--- config.mk ---
export PLATFORM = sky130hd
export DESIGN_NAME = fasta_base_composition_counter_unit
export DESIGN_NICKNAME = d
export VERILOG_FILES = /design/src/rtl/fbcc_pkg.sv /design/src/rtl/fbcc_queue.sv /design/src/rtl/fbcc_front.sv /design/src/rtl/fbcc_back.sv /design/src/rtl/fasta_base_composition_counter_unit.sv
export SDC_FILE = /design/constraint.sdc
export NUM_CORES = 1
export LEC_CHECK = 0
export ABC_AREA = 1
export ABC_CLOCK_PERIOD_IN_PS = 11400
export BUFFER_PORTS_ARGS = -buffer_cell sky130_fd_sc_hd__clkbuf_2
export CORE_ASPECT_RATIO = 1.1
export CORE_UTILIZATION = 53
export DETAILED_ROUTE_END_ITERATION = 6
export PLACE_DENSITY_LB_ADDON = 0.05
export RECOVER_POWER = 100
export SKIP_CTS_REPAIR_TIMING = 1
export SKIP_LAST_GASP = 1
export SYNTH_ARGS = -nofsm -noshare
export SYNTH_HDL_FRONTEND = slang
export SYNTH_HIERARCHICAL = 1
export SYNTH_SLANG_ARGS = --single-unit
--- constraint.sdc ---
create_clock -name clock -period 11.4 [get_ports clock]
set_input_delay 0.57 -clock clock [delete_from_list [all_inputs] [get_ports clock]]
set_output_delay 0.57 -clock clock [all_outputs]
set_load 0.01 [all_outputs]
--- src/rtl/fbcc_pkg.sv ---
`timescale 1ns / 1ps

package fbcc_pkg;

   localparam int COUNT_BITS     = 24;
   localparam int INDEX_BITS     = 16;
   localparam int QUEUE_PTR_BITS = 2;
   localparam int QUEUE_DEPTH    = 1 << QUEUE_PTR_BITS;

   localparam logic [7:0] CHAR_GT = 8'h3E;
   localparam logic [7:0] CHAR_NL = 8'h0A;

   localparam logic REQ_BYTE = 1'b0;
   localparam logic REQ_EOF  = 1'b1;

   localparam logic KIND_RECORD  = 1'b0;
   localparam logic KIND_SUMMARY = 1'b1;

   typedef enum logic [1:0] {
      OP_SYM,
      OP_HDR,
      OP_EOF
   } op_code_type;

   typedef enum logic [1:0] {
      CLS_CG,
      CLS_AT,
      CLS_OTHER
   } cls_type;

   typedef struct packed {
      logic       req_type;
      logic [7:0] char_byte;
   } req_item_type;

   typedef struct packed {
      logic                  kind;
      logic [INDEX_BITS-1:0] seq_index;
      logic [COUNT_BITS-1:0] seq_length;
      logic [COUNT_BITS-1:0] cg_count;
      logic [COUNT_BITS-1:0] at_count;
      logic [COUNT_BITS-1:0] other_count;
      logic [COUNT_BITS-1:0] min_length;
      logic [COUNT_BITS-1:0] max_length;
      logic [COUNT_BITS-1:0] min_other;
      logic [COUNT_BITS-1:0] max_other;
      logic                  all_same_length;
      logic                  last;
   } rsp_item_type;

   // one decoded operation handed from front to back
   typedef struct packed {
      op_code_type op;
      cls_type     cls;
      logic        had_header;
   } queue_entry_type;

   typedef struct packed {
      logic full;
      logic empty;
   } queue_status_type;

endpackage

--- src/rtl/fbcc_queue.sv ---
`timescale 1ns / 1ps

module fbcc_queue (
   input  logic                              clock,
   input  logic                              reset,
   input  logic                              push,
   input  fbcc_pkg::queue_entry_type         push_entry,
   input  logic                              pop,
   output fbcc_pkg::queue_entry_type         head_entry,
   output fbcc_pkg::queue_status_type        status
);

   localparam int PB = fbcc_pkg::QUEUE_PTR_BITS;

   fbcc_pkg::queue_entry_type entries_ff [fbcc_pkg::QUEUE_DEPTH];
   logic [PB-1:0] wr_ptr_ff, wr_ptr_in;
   logic [PB-1:0] rd_ptr_ff, rd_ptr_in;
   logic [PB:0]   count_ff, count_in;

   always_comb begin
      wr_ptr_in = push ? wr_ptr_ff + PB'(1) : wr_ptr_ff;
      rd_ptr_in = pop ? rd_ptr_ff + PB'(1) : rd_ptr_ff;
      count_in  = count_ff;
      if (push && !pop) begin
         count_in = count_ff + (PB+1)'(1);
      end else if (pop && !push) begin
         count_in = count_ff - (PB+1)'(1);
      end
   end

   always_ff @(posedge clock) begin
      if (reset) begin
         wr_ptr_ff <= '0;
         rd_ptr_ff <= '0;
         count_ff  <= '0;
      end else begin
         wr_ptr_ff <= wr_ptr_in;
         rd_ptr_ff <= rd_ptr_in;
         count_ff  <= count_in;
      end
   end

   always_ff @(posedge clock) begin
      if (push) begin
         entries_ff[wr_ptr_ff] <= push_entry;
      end
   end

   assign head_entry   = entries_ff[rd_ptr_ff];
   assign status.full  = (count_ff == (PB+1)'(fbcc_pkg::QUEUE_DEPTH));
   assign status.empty = (count_ff == '0);

endmodule

--- src/rtl/fbcc_front.sv ---
`timescale 1ns / 1ps

module fbcc_front (
   input  logic                       clock,
   input  logic                       reset,
   input  logic                       req_valid,
   output logic                       req_stall,
   input  fbcc_pkg::req_item_type     req_data,
   input  fbcc_pkg::queue_status_type q_status,
   output logic                       push,
   output fbcc_pkg::queue_entry_type  push_entry
);

   logic in_header_ff, in_header_in;
   logic line_start_ff, line_start_in;
   logic seen_header_ff, seen_header_in;
   logic accept;
   logic want_push;

   assign req_stall = q_status.full;
   assign accept    = req_valid && !q_status.full;

   always_comb begin
      in_header_in          = in_header_ff;
      line_start_in         = line_start_ff;
      seen_header_in        = seen_header_ff;
      want_push             = 1'b0;
      push_entry.op         = fbcc_pkg::OP_SYM;
      push_entry.had_header = seen_header_ff;
      case (req_data.char_byte)
         "C", "c", "G", "g": push_entry.cls = fbcc_pkg::CLS_CG;
         "A", "a", "T", "t": push_entry.cls = fbcc_pkg::CLS_AT;
         default:            push_entry.cls = fbcc_pkg::CLS_OTHER;
      endcase

      if (req_data.req_type == fbcc_pkg::REQ_EOF) begin
         want_push      = 1'b1;
         push_entry.op  = fbcc_pkg::OP_EOF;
         in_header_in   = 1'b0;
         line_start_in  = 1'b1;
         seen_header_in = 1'b0;
      end else if (req_data.char_byte == fbcc_pkg::CHAR_NL) begin
         in_header_in  = 1'b0;
         line_start_in = 1'b1;
      end else if (line_start_ff && req_data.char_byte == fbcc_pkg::CHAR_GT) begin
         want_push      = 1'b1;
         push_entry.op  = fbcc_pkg::OP_HDR;
         seen_header_in = 1'b1;
         in_header_in   = 1'b1;
         line_start_in  = 1'b0;
      end else begin
         line_start_in = 1'b0;
         // header text and bytes before the first header are dropped
         want_push     = !in_header_ff && seen_header_ff;
      end
   end

   assign push = accept && want_push;

   always_ff @(posedge clock) begin
      if (reset) begin
         in_header_ff   <= 1'b0;
         line_start_ff  <= 1'b1;
         seen_header_ff <= 1'b0;
      end else if (accept) begin
         in_header_ff   <= in_header_in;
         line_start_ff  <= line_start_in;
         seen_header_ff <= seen_header_in;
      end
   end

endmodule

--- src/rtl/fbcc_back.sv ---
`timescale 1ns / 1ps

module fbcc_back (
   input  logic                       clock,
   input  logic                       reset,
   input  fbcc_pkg::queue_entry_type  head_entry,
   input  fbcc_pkg::queue_status_type q_status,
   output logic                       pop,
   output logic                       rsp_valid,
   input  logic                       rsp_stall,
   output fbcc_pkg::rsp_item_type     rsp_data
);

   localparam int CB = fbcc_pkg::COUNT_BITS;
   localparam int IB = fbcc_pkg::INDEX_BITS;
   localparam logic [CB-1:0] COUNT_MAX = '1;
   localparam logic [IB-1:0] INDEX_MAX = '1;

   logic [IB-1:0] seq_counter_ff;
   logic [CB-1:0] cur_length_ff, cur_cg_ff, cur_at_ff, cur_other_ff;
   logic [CB-1:0] len_min_ff, len_max_ff, other_min_ff, other_max_ff;
   logic [CB-1:0] first_length_ff;
   logic          uniform_ff;
   logic          eof_phase_ff, eof_phase_in;

   logic                   rsp_valid_ff, rsp_valid_in;
   fbcc_pkg::rsp_item_type rsp_data_ff, out_item;

   logic can_out, needs_out, fire;
   logic do_sym, do_finish, do_clear, out_load;

   assign can_out = !rsp_valid_ff || !rsp_stall;

   always_comb begin
      needs_out = 1'b0;
      case (head_entry.op)
         fbcc_pkg::OP_HDR: needs_out = head_entry.had_header;
         fbcc_pkg::OP_EOF: needs_out = 1'b1;
         default:          needs_out = 1'b0;
      endcase
   end

   assign fire = !q_status.empty && (!needs_out || can_out);

   // operation decode: symbol counts, record build shared by header and end-of-file, summary on end-of-file
   always_comb begin
      out_item = '0;
      do_sym       = 1'b0;
      do_finish    = 1'b0;
      do_clear     = 1'b0;
      out_load     = 1'b0;
      pop          = 1'b0;
      eof_phase_in = eof_phase_ff;
      if (fire) begin
         case (head_entry.op)
            fbcc_pkg::OP_SYM: begin
               do_sym = 1'b1;
               pop    = 1'b1;
            end
            fbcc_pkg::OP_HDR: begin
               pop      = 1'b1;
               do_clear = 1'b1;
               if (head_entry.had_header) begin
                  do_finish = 1'b1;
                  out_load  = 1'b1;
                  out_item.kind        = fbcc_pkg::KIND_RECORD;
                  out_item.seq_index   = seq_counter_ff - IB'(1);
                  out_item.seq_length  = cur_length_ff;
                  out_item.cg_count    = cur_cg_ff;
                  out_item.at_count    = cur_at_ff;
                  out_item.other_count = cur_other_ff;
                  out_item.last        = 1'b1;
               end
            end
            fbcc_pkg::OP_EOF: begin
               out_load = 1'b1;
               if (head_entry.had_header && !eof_phase_ff) begin
                  // open record first, summary on the next slot
                  do_finish    = 1'b1;
                  eof_phase_in = 1'b1;
                  out_item.kind        = fbcc_pkg::KIND_RECORD;
                  out_item.seq_index   = seq_counter_ff - IB'(1);
                  out_item.seq_length  = cur_length_ff;
                  out_item.cg_count    = cur_cg_ff;
                  out_item.at_count    = cur_at_ff;
                  out_item.other_count = cur_other_ff;
                  out_item.last        = 1'b0;
               end else begin
                  pop          = 1'b1;
                  eof_phase_in = 1'b0;
                  out_item.kind      = fbcc_pkg::KIND_SUMMARY;
                  out_item.seq_index = seq_counter_ff;
                  if (head_entry.had_header) begin
                     out_item.min_length = len_min_ff;
                     out_item.max_length = len_max_ff;
                     out_item.min_other  = other_min_ff;
                     out_item.max_other  = other_max_ff;
                  end
                  out_item.all_same_length = uniform_ff;
                  out_item.last            = 1'b1;
               end
            end
            default: begin
               pop = 1'b1;
            end
         endcase
      end
   end

   assign rsp_valid_in = out_load ? 1'b1 : (rsp_valid_ff && rsp_stall);

   always_ff @(posedge clock) begin
      if (reset) begin
         rsp_valid_ff <= 1'b0;
         eof_phase_ff <= 1'b0;
      end else begin
         rsp_valid_ff <= rsp_valid_in;
         eof_phase_ff <= eof_phase_in;
      end
   end

   always_ff @(posedge clock) begin
      if (out_load) begin
         rsp_data_ff <= out_item;
      end
   end

   assign rsp_valid = rsp_valid_ff;
   assign rsp_data  = rsp_data_ff;

   // counters and file statistics
   always_ff @(posedge clock) begin
      if (reset || (pop && head_entry.op == fbcc_pkg::OP_EOF)) begin
         seq_counter_ff  <= '0;
         cur_length_ff   <= '0;
         cur_cg_ff       <= '0;
         cur_at_ff       <= '0;
         cur_other_ff    <= '0;
         len_min_ff      <= COUNT_MAX;
         len_max_ff      <= '0;
         other_min_ff    <= COUNT_MAX;
         other_max_ff    <= '0;
         first_length_ff <= '0;
         uniform_ff      <= 1'b1;
      end else begin
         if (do_finish) begin
            if (cur_length_ff < len_min_ff)  len_min_ff   <= cur_length_ff;
            if (cur_length_ff > len_max_ff)  len_max_ff   <= cur_length_ff;
            if (cur_other_ff < other_min_ff) other_min_ff <= cur_other_ff;
            if (cur_other_ff > other_max_ff) other_max_ff <= cur_other_ff;
            if (seq_counter_ff == IB'(1)) begin
               first_length_ff <= cur_length_ff;
            end else if (cur_length_ff != first_length_ff) begin
               uniform_ff <= 1'b0;
            end
         end
         if (do_clear) begin
            if (seq_counter_ff != INDEX_MAX) seq_counter_ff <= seq_counter_ff + IB'(1);
            cur_length_ff <= '0;
            cur_cg_ff     <= '0;
            cur_at_ff     <= '0;
            cur_other_ff  <= '0;
         end
         if (do_sym) begin
            if (cur_length_ff != COUNT_MAX) cur_length_ff <= cur_length_ff + CB'(1);
            case (head_entry.cls)
               fbcc_pkg::CLS_CG: begin
                  if (cur_cg_ff != COUNT_MAX) cur_cg_ff <= cur_cg_ff + CB'(1);
               end
               fbcc_pkg::CLS_AT: begin
                  if (cur_at_ff != COUNT_MAX) cur_at_ff <= cur_at_ff + CB'(1);
               end
               default: begin
                  if (cur_other_ff != COUNT_MAX) cur_other_ff <= cur_other_ff + CB'(1);
               end
            endcase
         end
      end
   end

endmodule

--- src/rtl/fasta_base_composition_counter_unit.sv ---
`timescale 1ns / 1ps
// The result of a transaction that ends a record goes through the queue write, then the
// result register, before it is valid, when the queue is empty.
// Throughput: one byte per cycle unless the queue is full; end of file after a header
// emits two results. Back-end update sets the rate, one queue entry per unstalled cycle.
// Reset: synchronous, active high; clears parser, queue, counters and output valid.
module fasta_base_composition_counter_unit (
   input  logic                   clock,
   input  logic                   reset,
   input  logic                   req_valid,
   output logic                   req_stall,
   input  fbcc_pkg::req_item_type req_data,
   output logic                   rsp_valid,
   input  logic                   rsp_stall,
   output fbcc_pkg::rsp_item_type rsp_data
);

   // Front end: tracks line start / header state and turns each byte into
   // a symbol, header or end-of-file operation. Newlines, header text and
   // bytes before the first header never reach the queue.
   logic                       q_push;
   fbcc_pkg::queue_entry_type  q_push_entry;
   fbcc_pkg::queue_entry_type  q_head;
   fbcc_pkg::queue_status_type q_status;
   logic                       q_pop;

   fbcc_front u_front (
      .clock      (clock),
      .reset      (reset),
      .req_valid  (req_valid),
      .req_stall  (req_stall),
      .req_data   (req_data),
      .q_status   (q_status),
      .push       (q_push),
      .push_entry (q_push_entry)
   );

   // Short queue decouples byte intake from result backpressure.
   fbcc_queue u_queue (
      .clock      (clock),
      .reset      (reset),
      .push       (q_push),
      .push_entry (q_push_entry),
      .pop        (q_pop),
      .head_entry (q_head),
      .status     (q_status)
   );

   // Back end: saturating counters, min/max/uniform statistics and the
   // registered result slot. End of file after headers emits the open
   // record, then the summary, and returns all statistics to reset.
   fbcc_back u_back (
      .clock      (clock),
      .reset      (reset),
      .head_entry (q_head),
      .q_status   (q_status),
      .pop        (q_pop),
      .rsp_valid  (rsp_valid),
      .rsp_stall  (rsp_stall),
      .rsp_data   (rsp_data)
   );

endmodule

# [Word level (Yosys, flattened, before mapping)]
# Memory sizes are Yosys's and may differ from the RTL's. A register that Yosys moved wholly into a read port is not among the register bits.
# Index checks and enable logic that the tools add are counted.
[word_totals] ff_bits=456 latch_bits=0 ramBits=20 romBits=0 input_bits=13 word_cells=170 memories=1
[mem_list] memory="u_queue.entries_ff" words=4 word_bits=5 read_ports=1 rd_clocked_by_memory_dff=1 wr=1 line="fbcc_queue.sv:15" source="fbcc_pkg::queue_entry_type entries_ff [fbcc_pkg::QUEUE_DEPTH];"
[classes] addsub=10 n_mul=0 div=0 order_cmp=4 n_eq_ne=22 n_shift=0 muxes=55 n_bitwise=4 n_reduce_logical=43
[op_table] cell="$mux W24" count=15
[op_table] cell="$pmux W113 S2" count=1
[op_table] cell="$mux W112" count=1
[op_table] cell="$add A24 B1 Y24 const B" count=4
[op_table] cell="$mux W96" count=1
[op_table] cell="$ne A24 B24 Y1 const B" count=4
[op_table] cell="$eq A8 B7 Y1 const B" count=8
[op_table] cell="$gt A24 B24 Y1" count=2
[op_table] cell="$lt A24 B24 Y1" count=2
[op_table] cell="$mux W1" count=25
[op_table] cell="$ne A24 B24 Y1" count=1
[op_table] cell="$mux W17" count=1
[op_table] cell="$add A16 B1 Y16 const B" count=1
[op_table] cell="$eq A16 B1 Y1 const B" count=1
[op_table] cell="$ne A16 B16 Y1 const B" count=1
[op_table] cell="$reduce_and A2 Y1" count=8
[op_table] cell="$sub A16 B1 Y16 const B" count=1
[op_table] cell="$reduce_or A4 Y1" count=3
[op_table] cell="$logic_and A1 B1 Y1" count=10
[op_table] cell="$logic_not A1 Y1" count=9
[op_table] cell="$eq A8 B4 Y1 const B" count=1
[op_table] cell="$eq A8 B6 Y1 const B" count=1
[op_table] cell="$mux W2" count=4
[op_table] cell="$pmux W1 S2" count=4
[op_table] cell="other kinds (18)" count=29

# [Depth between registers and ports, before layout]
[logic_depth] ltp_word=10 mapped_depth=20

# [Hierarchy]
# The synthesis kept the hierarchy.
[by_module_without_submodules] module="fbcc_back" instances=1 cells_per_inst=2868 area_per_inst_um2=22665.5
[by_module_without_submodules] module="fbcc_queue" instances=1 cells_per_inst=107 area_per_inst_um2=1187.4
[by_module_without_submodules] module="fbcc_front" instances=1 cells_per_inst=56 area_per_inst_um2=322.8

# [Worst setup path before layout]
# Ideal clock, no wire load.
[synth_timing] path_kind="flip-flop to flip-flop" start="reg with a tool-made name" end="reg u_back.rsp_data_ff (netlist bit u_back/rsp_data[198]), data pin" t_arrival_ns=6.645 required_time_ns=11.239 path_slack_ns=4.594 path_stages_with_launch=15 path_buffers=1 synth_period_minus_slack_ns=6.806 cell_sequence="dfxtp_1 -> buf_6 -> o21ai_1 -> o22ai_1 -> inv_1 -> ha_1 -> inv_1 -> nor2_2 -> a21oi_4 -> nand2_1 -> inv_2 -> nand2_1 -> inv_1 -> o21ai_0 -> a21oi_1"
[synth_rtl] item="to (signal assigned)" line="fbcc_back.sv:124" source="rsp_data_ff <= out_item;"
[synth_rtl] item="to (decl)" line="fbcc_back.sv:27" source="fbcc_pkg::rsp_item_type rsp_data_ff, out_item;"

==> impl_metrics.env <==
export IMPL_peakVddDrop_uv=444.6
export IMPL_htreeDepth=2
export IMPL_max_slew_margin_rel_pct=-214.0
export IMPL_whs_ns=0.2635
export IMPL_core_area_mm2=0.04469
export IMPL_r2r_end="u_back/rsp_data[200]"
export IMPL_cts_tree="yes"
export IMPL_seq_power_share_pct=36.5
export IMPL_diodes=0
export IMPL_yosysUniqueCellTypes=49
export IMPL_tns_ns=0
export IMPL_wl_per_cell_um=16.50
export IMPL_syn2layout_area_growth_pct=10.20
export IMPL_grt_pass1_vias=19430
export IMPL_p_switching_mw=3.151
export IMPL_path_max_fanout=65
export IMPL_dieArea_mm2=0.04647
export IMPL_first_iter_violations=1531
export IMPL_antenna_found_initial=1
export IMPL_maxSlewViolCount=392
export IMPL_crit_arrival_ns=7.05
export IMPL_ff_latch_area_mm2=0.01188
export IMPL_period_needed_ns=6.891
export IMPL_rsz0062_at_grt="false"
export IMPL_die_x_um=205.6
export IMPL_port_buffers=225
export IMPL_first_pass_iters=5
export IMPL_outcome="finished with violations"
export IMPL_final_util_pct=59.61
export IMPL_total_leakage_power_nw=10.75
export IMPL_start_kind="flip-flop"
export IMPL_cp_required_ns=11.56
export IMPL_fmax_mhz=145.1
export IMPL_drive_above_1_share_pct=4.623
export IMPL_ys_seq_elements=478
export IMPL_antenna_left=0
export IMPL_fill_cells=4164
export IMPL_num_nets_final=3306
export IMPL_place_congestion=0.9009
export IMPL_finalWirelength_mm=62.75
export IMPL_cp_endpoint="u_back/rsp_data[200]"
export IMPL_setup_violations_final=0
export IMPL_synth_edf_count=231
export IMPL_async_flop_share_pct=0
export IMPL_clkSinkCount=478
export IMPL_critPathKind="reg2reg"
export IMPL_worst_pin_slew_ns=4.710
export IMPL_worstRegToRegCells=11
export IMPL_grt_pass1_wl_mm=100.2
export IMPL_hold_class="in2reg"
export IMPL_hold_viol=0
export IMPL_failed_checks="max-capacitance violations, max-slew violations"
export IMPL_synth_area_mm2=0.02418
export IMPL_dominantRegCellSynth="dfxtp_1"
export IMPL_syn_num_nets=3154
export IMPL_p_int_mw=4.014
export IMPL_clk_pin_slew_ns=0.06
export IMPL_comb_power_share_pct=41.6
export IMPL_clkPwrFrac_pct=21.9
export IMPL_grt_total_usage_pct=26.93
export IMPL_p_sw_share_pct=43.98
export IMPL_clock_path_buffers=3
export IMPL_multi_input_area_mm2=0.01018
export IMPL_overflow=0
export IMPL_syn_avg_cell_area_um2=7.976
export IMPL_synthCells=3031
export IMPL_hpwl_mm=42.00
export IMPL_grt_max_degree=154
export IMPL_yosys_warnings=6
export IMPL_skew_ns=0.01275
export IMPL_drc=0
export IMPL_reg2reg_slack_ns=4.51
export IMPL_post_drt_via_cell_ratio=5.412
export IMPL_maxCapViolCount=6
export IMPL_clk_latency_ns=0.60
export IMPL_post_route_period_util_pct=60.45
export IMPL_root_buffer="clkbuf_16"
export IMPL_die_height_um=226
export IMPL_io_pins=226
export IMPL_row_count=81
export IMPL_routed_via_count=20590
export IMPL_ys_seq_area_share_pct=49.15
export IMPL_crit_path_end_kind="flip-flop"
export IMPL_numCtsBuffers=49
export IMPL_power_density_mw_per_mm2=268.9
export IMPL_floorplan_initialDensity_pct=54.09
==> cell type report <==
cell class,instances,area share [%]
Clock buffer,60,4.833
Clock inverter,31,0.9956
Multi-Input combinational cell,2054,38.22
Inverter,365,5.185
Tap cell,581,2.729
Timing Repair Buffer,235,3.442
Sequential cell,478,44.60
==> cells by family (layout without fill, tap and decap cells) <==
group | Yosys count | count (layout) | synth area share (%)
simple gates | 1525 | 1525 | 26.81
buf+inv | 499 | 691 | 8.602
flops | 478 | 478 | 49.15
compound gates | 389 | 389 | 8.627
fa+ha+maj | 110 | 110 | 5.724
xor+xnor | 30 | 30 | 1.087
==> Yosys cell counts, types with 4 or more instances <==
library cell  count  share of area (%)
a21o_1            4               0.12
a21oi_1         203                4.2
a22oi_1          10               0.31
buf_1             4              0.062
buf_2            57                1.2
buf_4            18               0.56
buf_6             8               0.37
clkbuf_1         43               0.67
clkbuf_2          4              0.083
dfxtp_1         247                 20
edfxtp_1        231                 29
ha_1            109                5.6
inv_1           350                5.4
inv_2            14               0.22
nand2_1         591                9.2
nand2_2          18               0.47
nand2_4           6               0.28
nand3_1         249                5.2
nand3_2           4               0.17
nand4_1          41                1.1
nor2_1          535                8.3
nor2_2           12               0.31
nor2_4            6               0.28
nor3_1           47               0.97
o21a_1            9               0.28
o21ai_0         105                2.2
o21ai_1          26               0.54
o22ai_1          13               0.34
xnor2_1          18               0.65
xor2_1           12               0.43
==> stage by stage <==
step / std cells / area (µm²) / setup slack [ns] / power (mW)
3_5_place_dp: 3713 / 25440 / 7.072 / 5.676
2_1_floorplan: 3031 / 24180 / 4.594 / 4.833
3_3_place_gp: 3713 / 25440 / 7.236 / 5.601
5_1_grt: 3804 / 26640 / 3.818 / 7.648
4_1_cts: 3804 / 26990 / 7.054 / 7.271
6_report: 3804 / 26640 / 4.509 / 7.165
==> power by group through the flow <==
stage          clock network, mW  registers, mW  logic [mW]
2_1_floorplan                  0           2.77        2.06
3_3_place_gp                   0           2.63        2.97
3_5_place_dp                   0           2.64        3.03
4_1_cts                     1.61           2.61        3.05
5_1_grt                     1.67           2.67        3.31
6_report                    1.57           2.61        2.98
==> sequential cells by signal, indices dropped and copies added (netlist names), 3 cells and up, named ones only <==
register and cells:
u_back/cur_cg_ff 24, u_back/seq_counter_ff 16, u_back/rsp_data 211, u_back/len_min_ff 24, u_back/cur_length_ff 24, u_back/cur_other_ff 24, u_back/other_max_ff 24, u_queue/entries_ff 20
u_back/other_min_ff 24, u_queue/count_ff 3, u_back/cur_at_ff 24, u_back/len_max_ff 24, u_back/first_length_ff 24
==> placed cells by master, fill, tap and decap left out, types with 3 or more instances in the layout <==
cell,instances
nand2_1,595
nor2_1,537
inv_1,353
nand3_1,249
dfxtp_1,247
edfxtp_1,231
clkbuf_1,228
a21oi_1,205
o21ai_0,120
ha_1,109
clkbuf_16,49
nor3_1,47
nand4_1,41
xnor2_1,18
nand2_2,15
o22ai_1,13
xor2_1,12
clkinv_2,11
nor2_2,11
o21ai_1,11
clkbuf_2,10
a22oi_1,10
clkinv_1,9
inv_2,9
o21a_1,9
buf_4,6
nand2_4,5
nor2_4,5
bufinv_16,4
clkinvlp_4,4
a21o_1,4
nor3_2,3
nand3_2,3
nand3b_1,3
a31oi_1,3
and3_1,3
a211oi_1,3
o31ai_1,3
==> worst min path at each step <==
stage / start / end / cells past startpoint
2_1_floorplan: u_queue/rd_ptr_ff[1] / flip-flop / 1
3_3_place_gp: u_back/other_min_ff[4] / u_back/other_min_ff[4] / 2
3_5_place_dp: u_back/other_min_ff[5] / u_back/other_min_ff[5] / 2
4_1_cts: req_data[8] / u_queue/entries_ff[0][4] / 1
5_1_grt: reset / u_front/seen_header_ff / 2
6_report: reset / u_front/seen_header_ff / 2
==> critical path, stage by stage, from the launching register on <==
cell	delay (ns)
dfxtp_1	0.51
inv_1	0.21
o21ai_0	0.19
o22ai_1	0.11
inv_1	0.09
ha_1	0.20
nand2_1	0.14
nand2_1	0.23
a21oi_1	0.22
nand3_1	1.37
clkbuf_1	2.51
o21ai_0	0.60
==> metal layers <==
| metal | GRT usage [%] | share of wire [%] |
|---|---|---|
| met1 | 36.06 | 44 |
| met3 | 3.853 | 6.3 |
| met5 | 0 | 0 |
| met2 | 44.44 | 47 |
| met4 | 9.128 | 2.6 |
(Power assumes the default switching activity.)
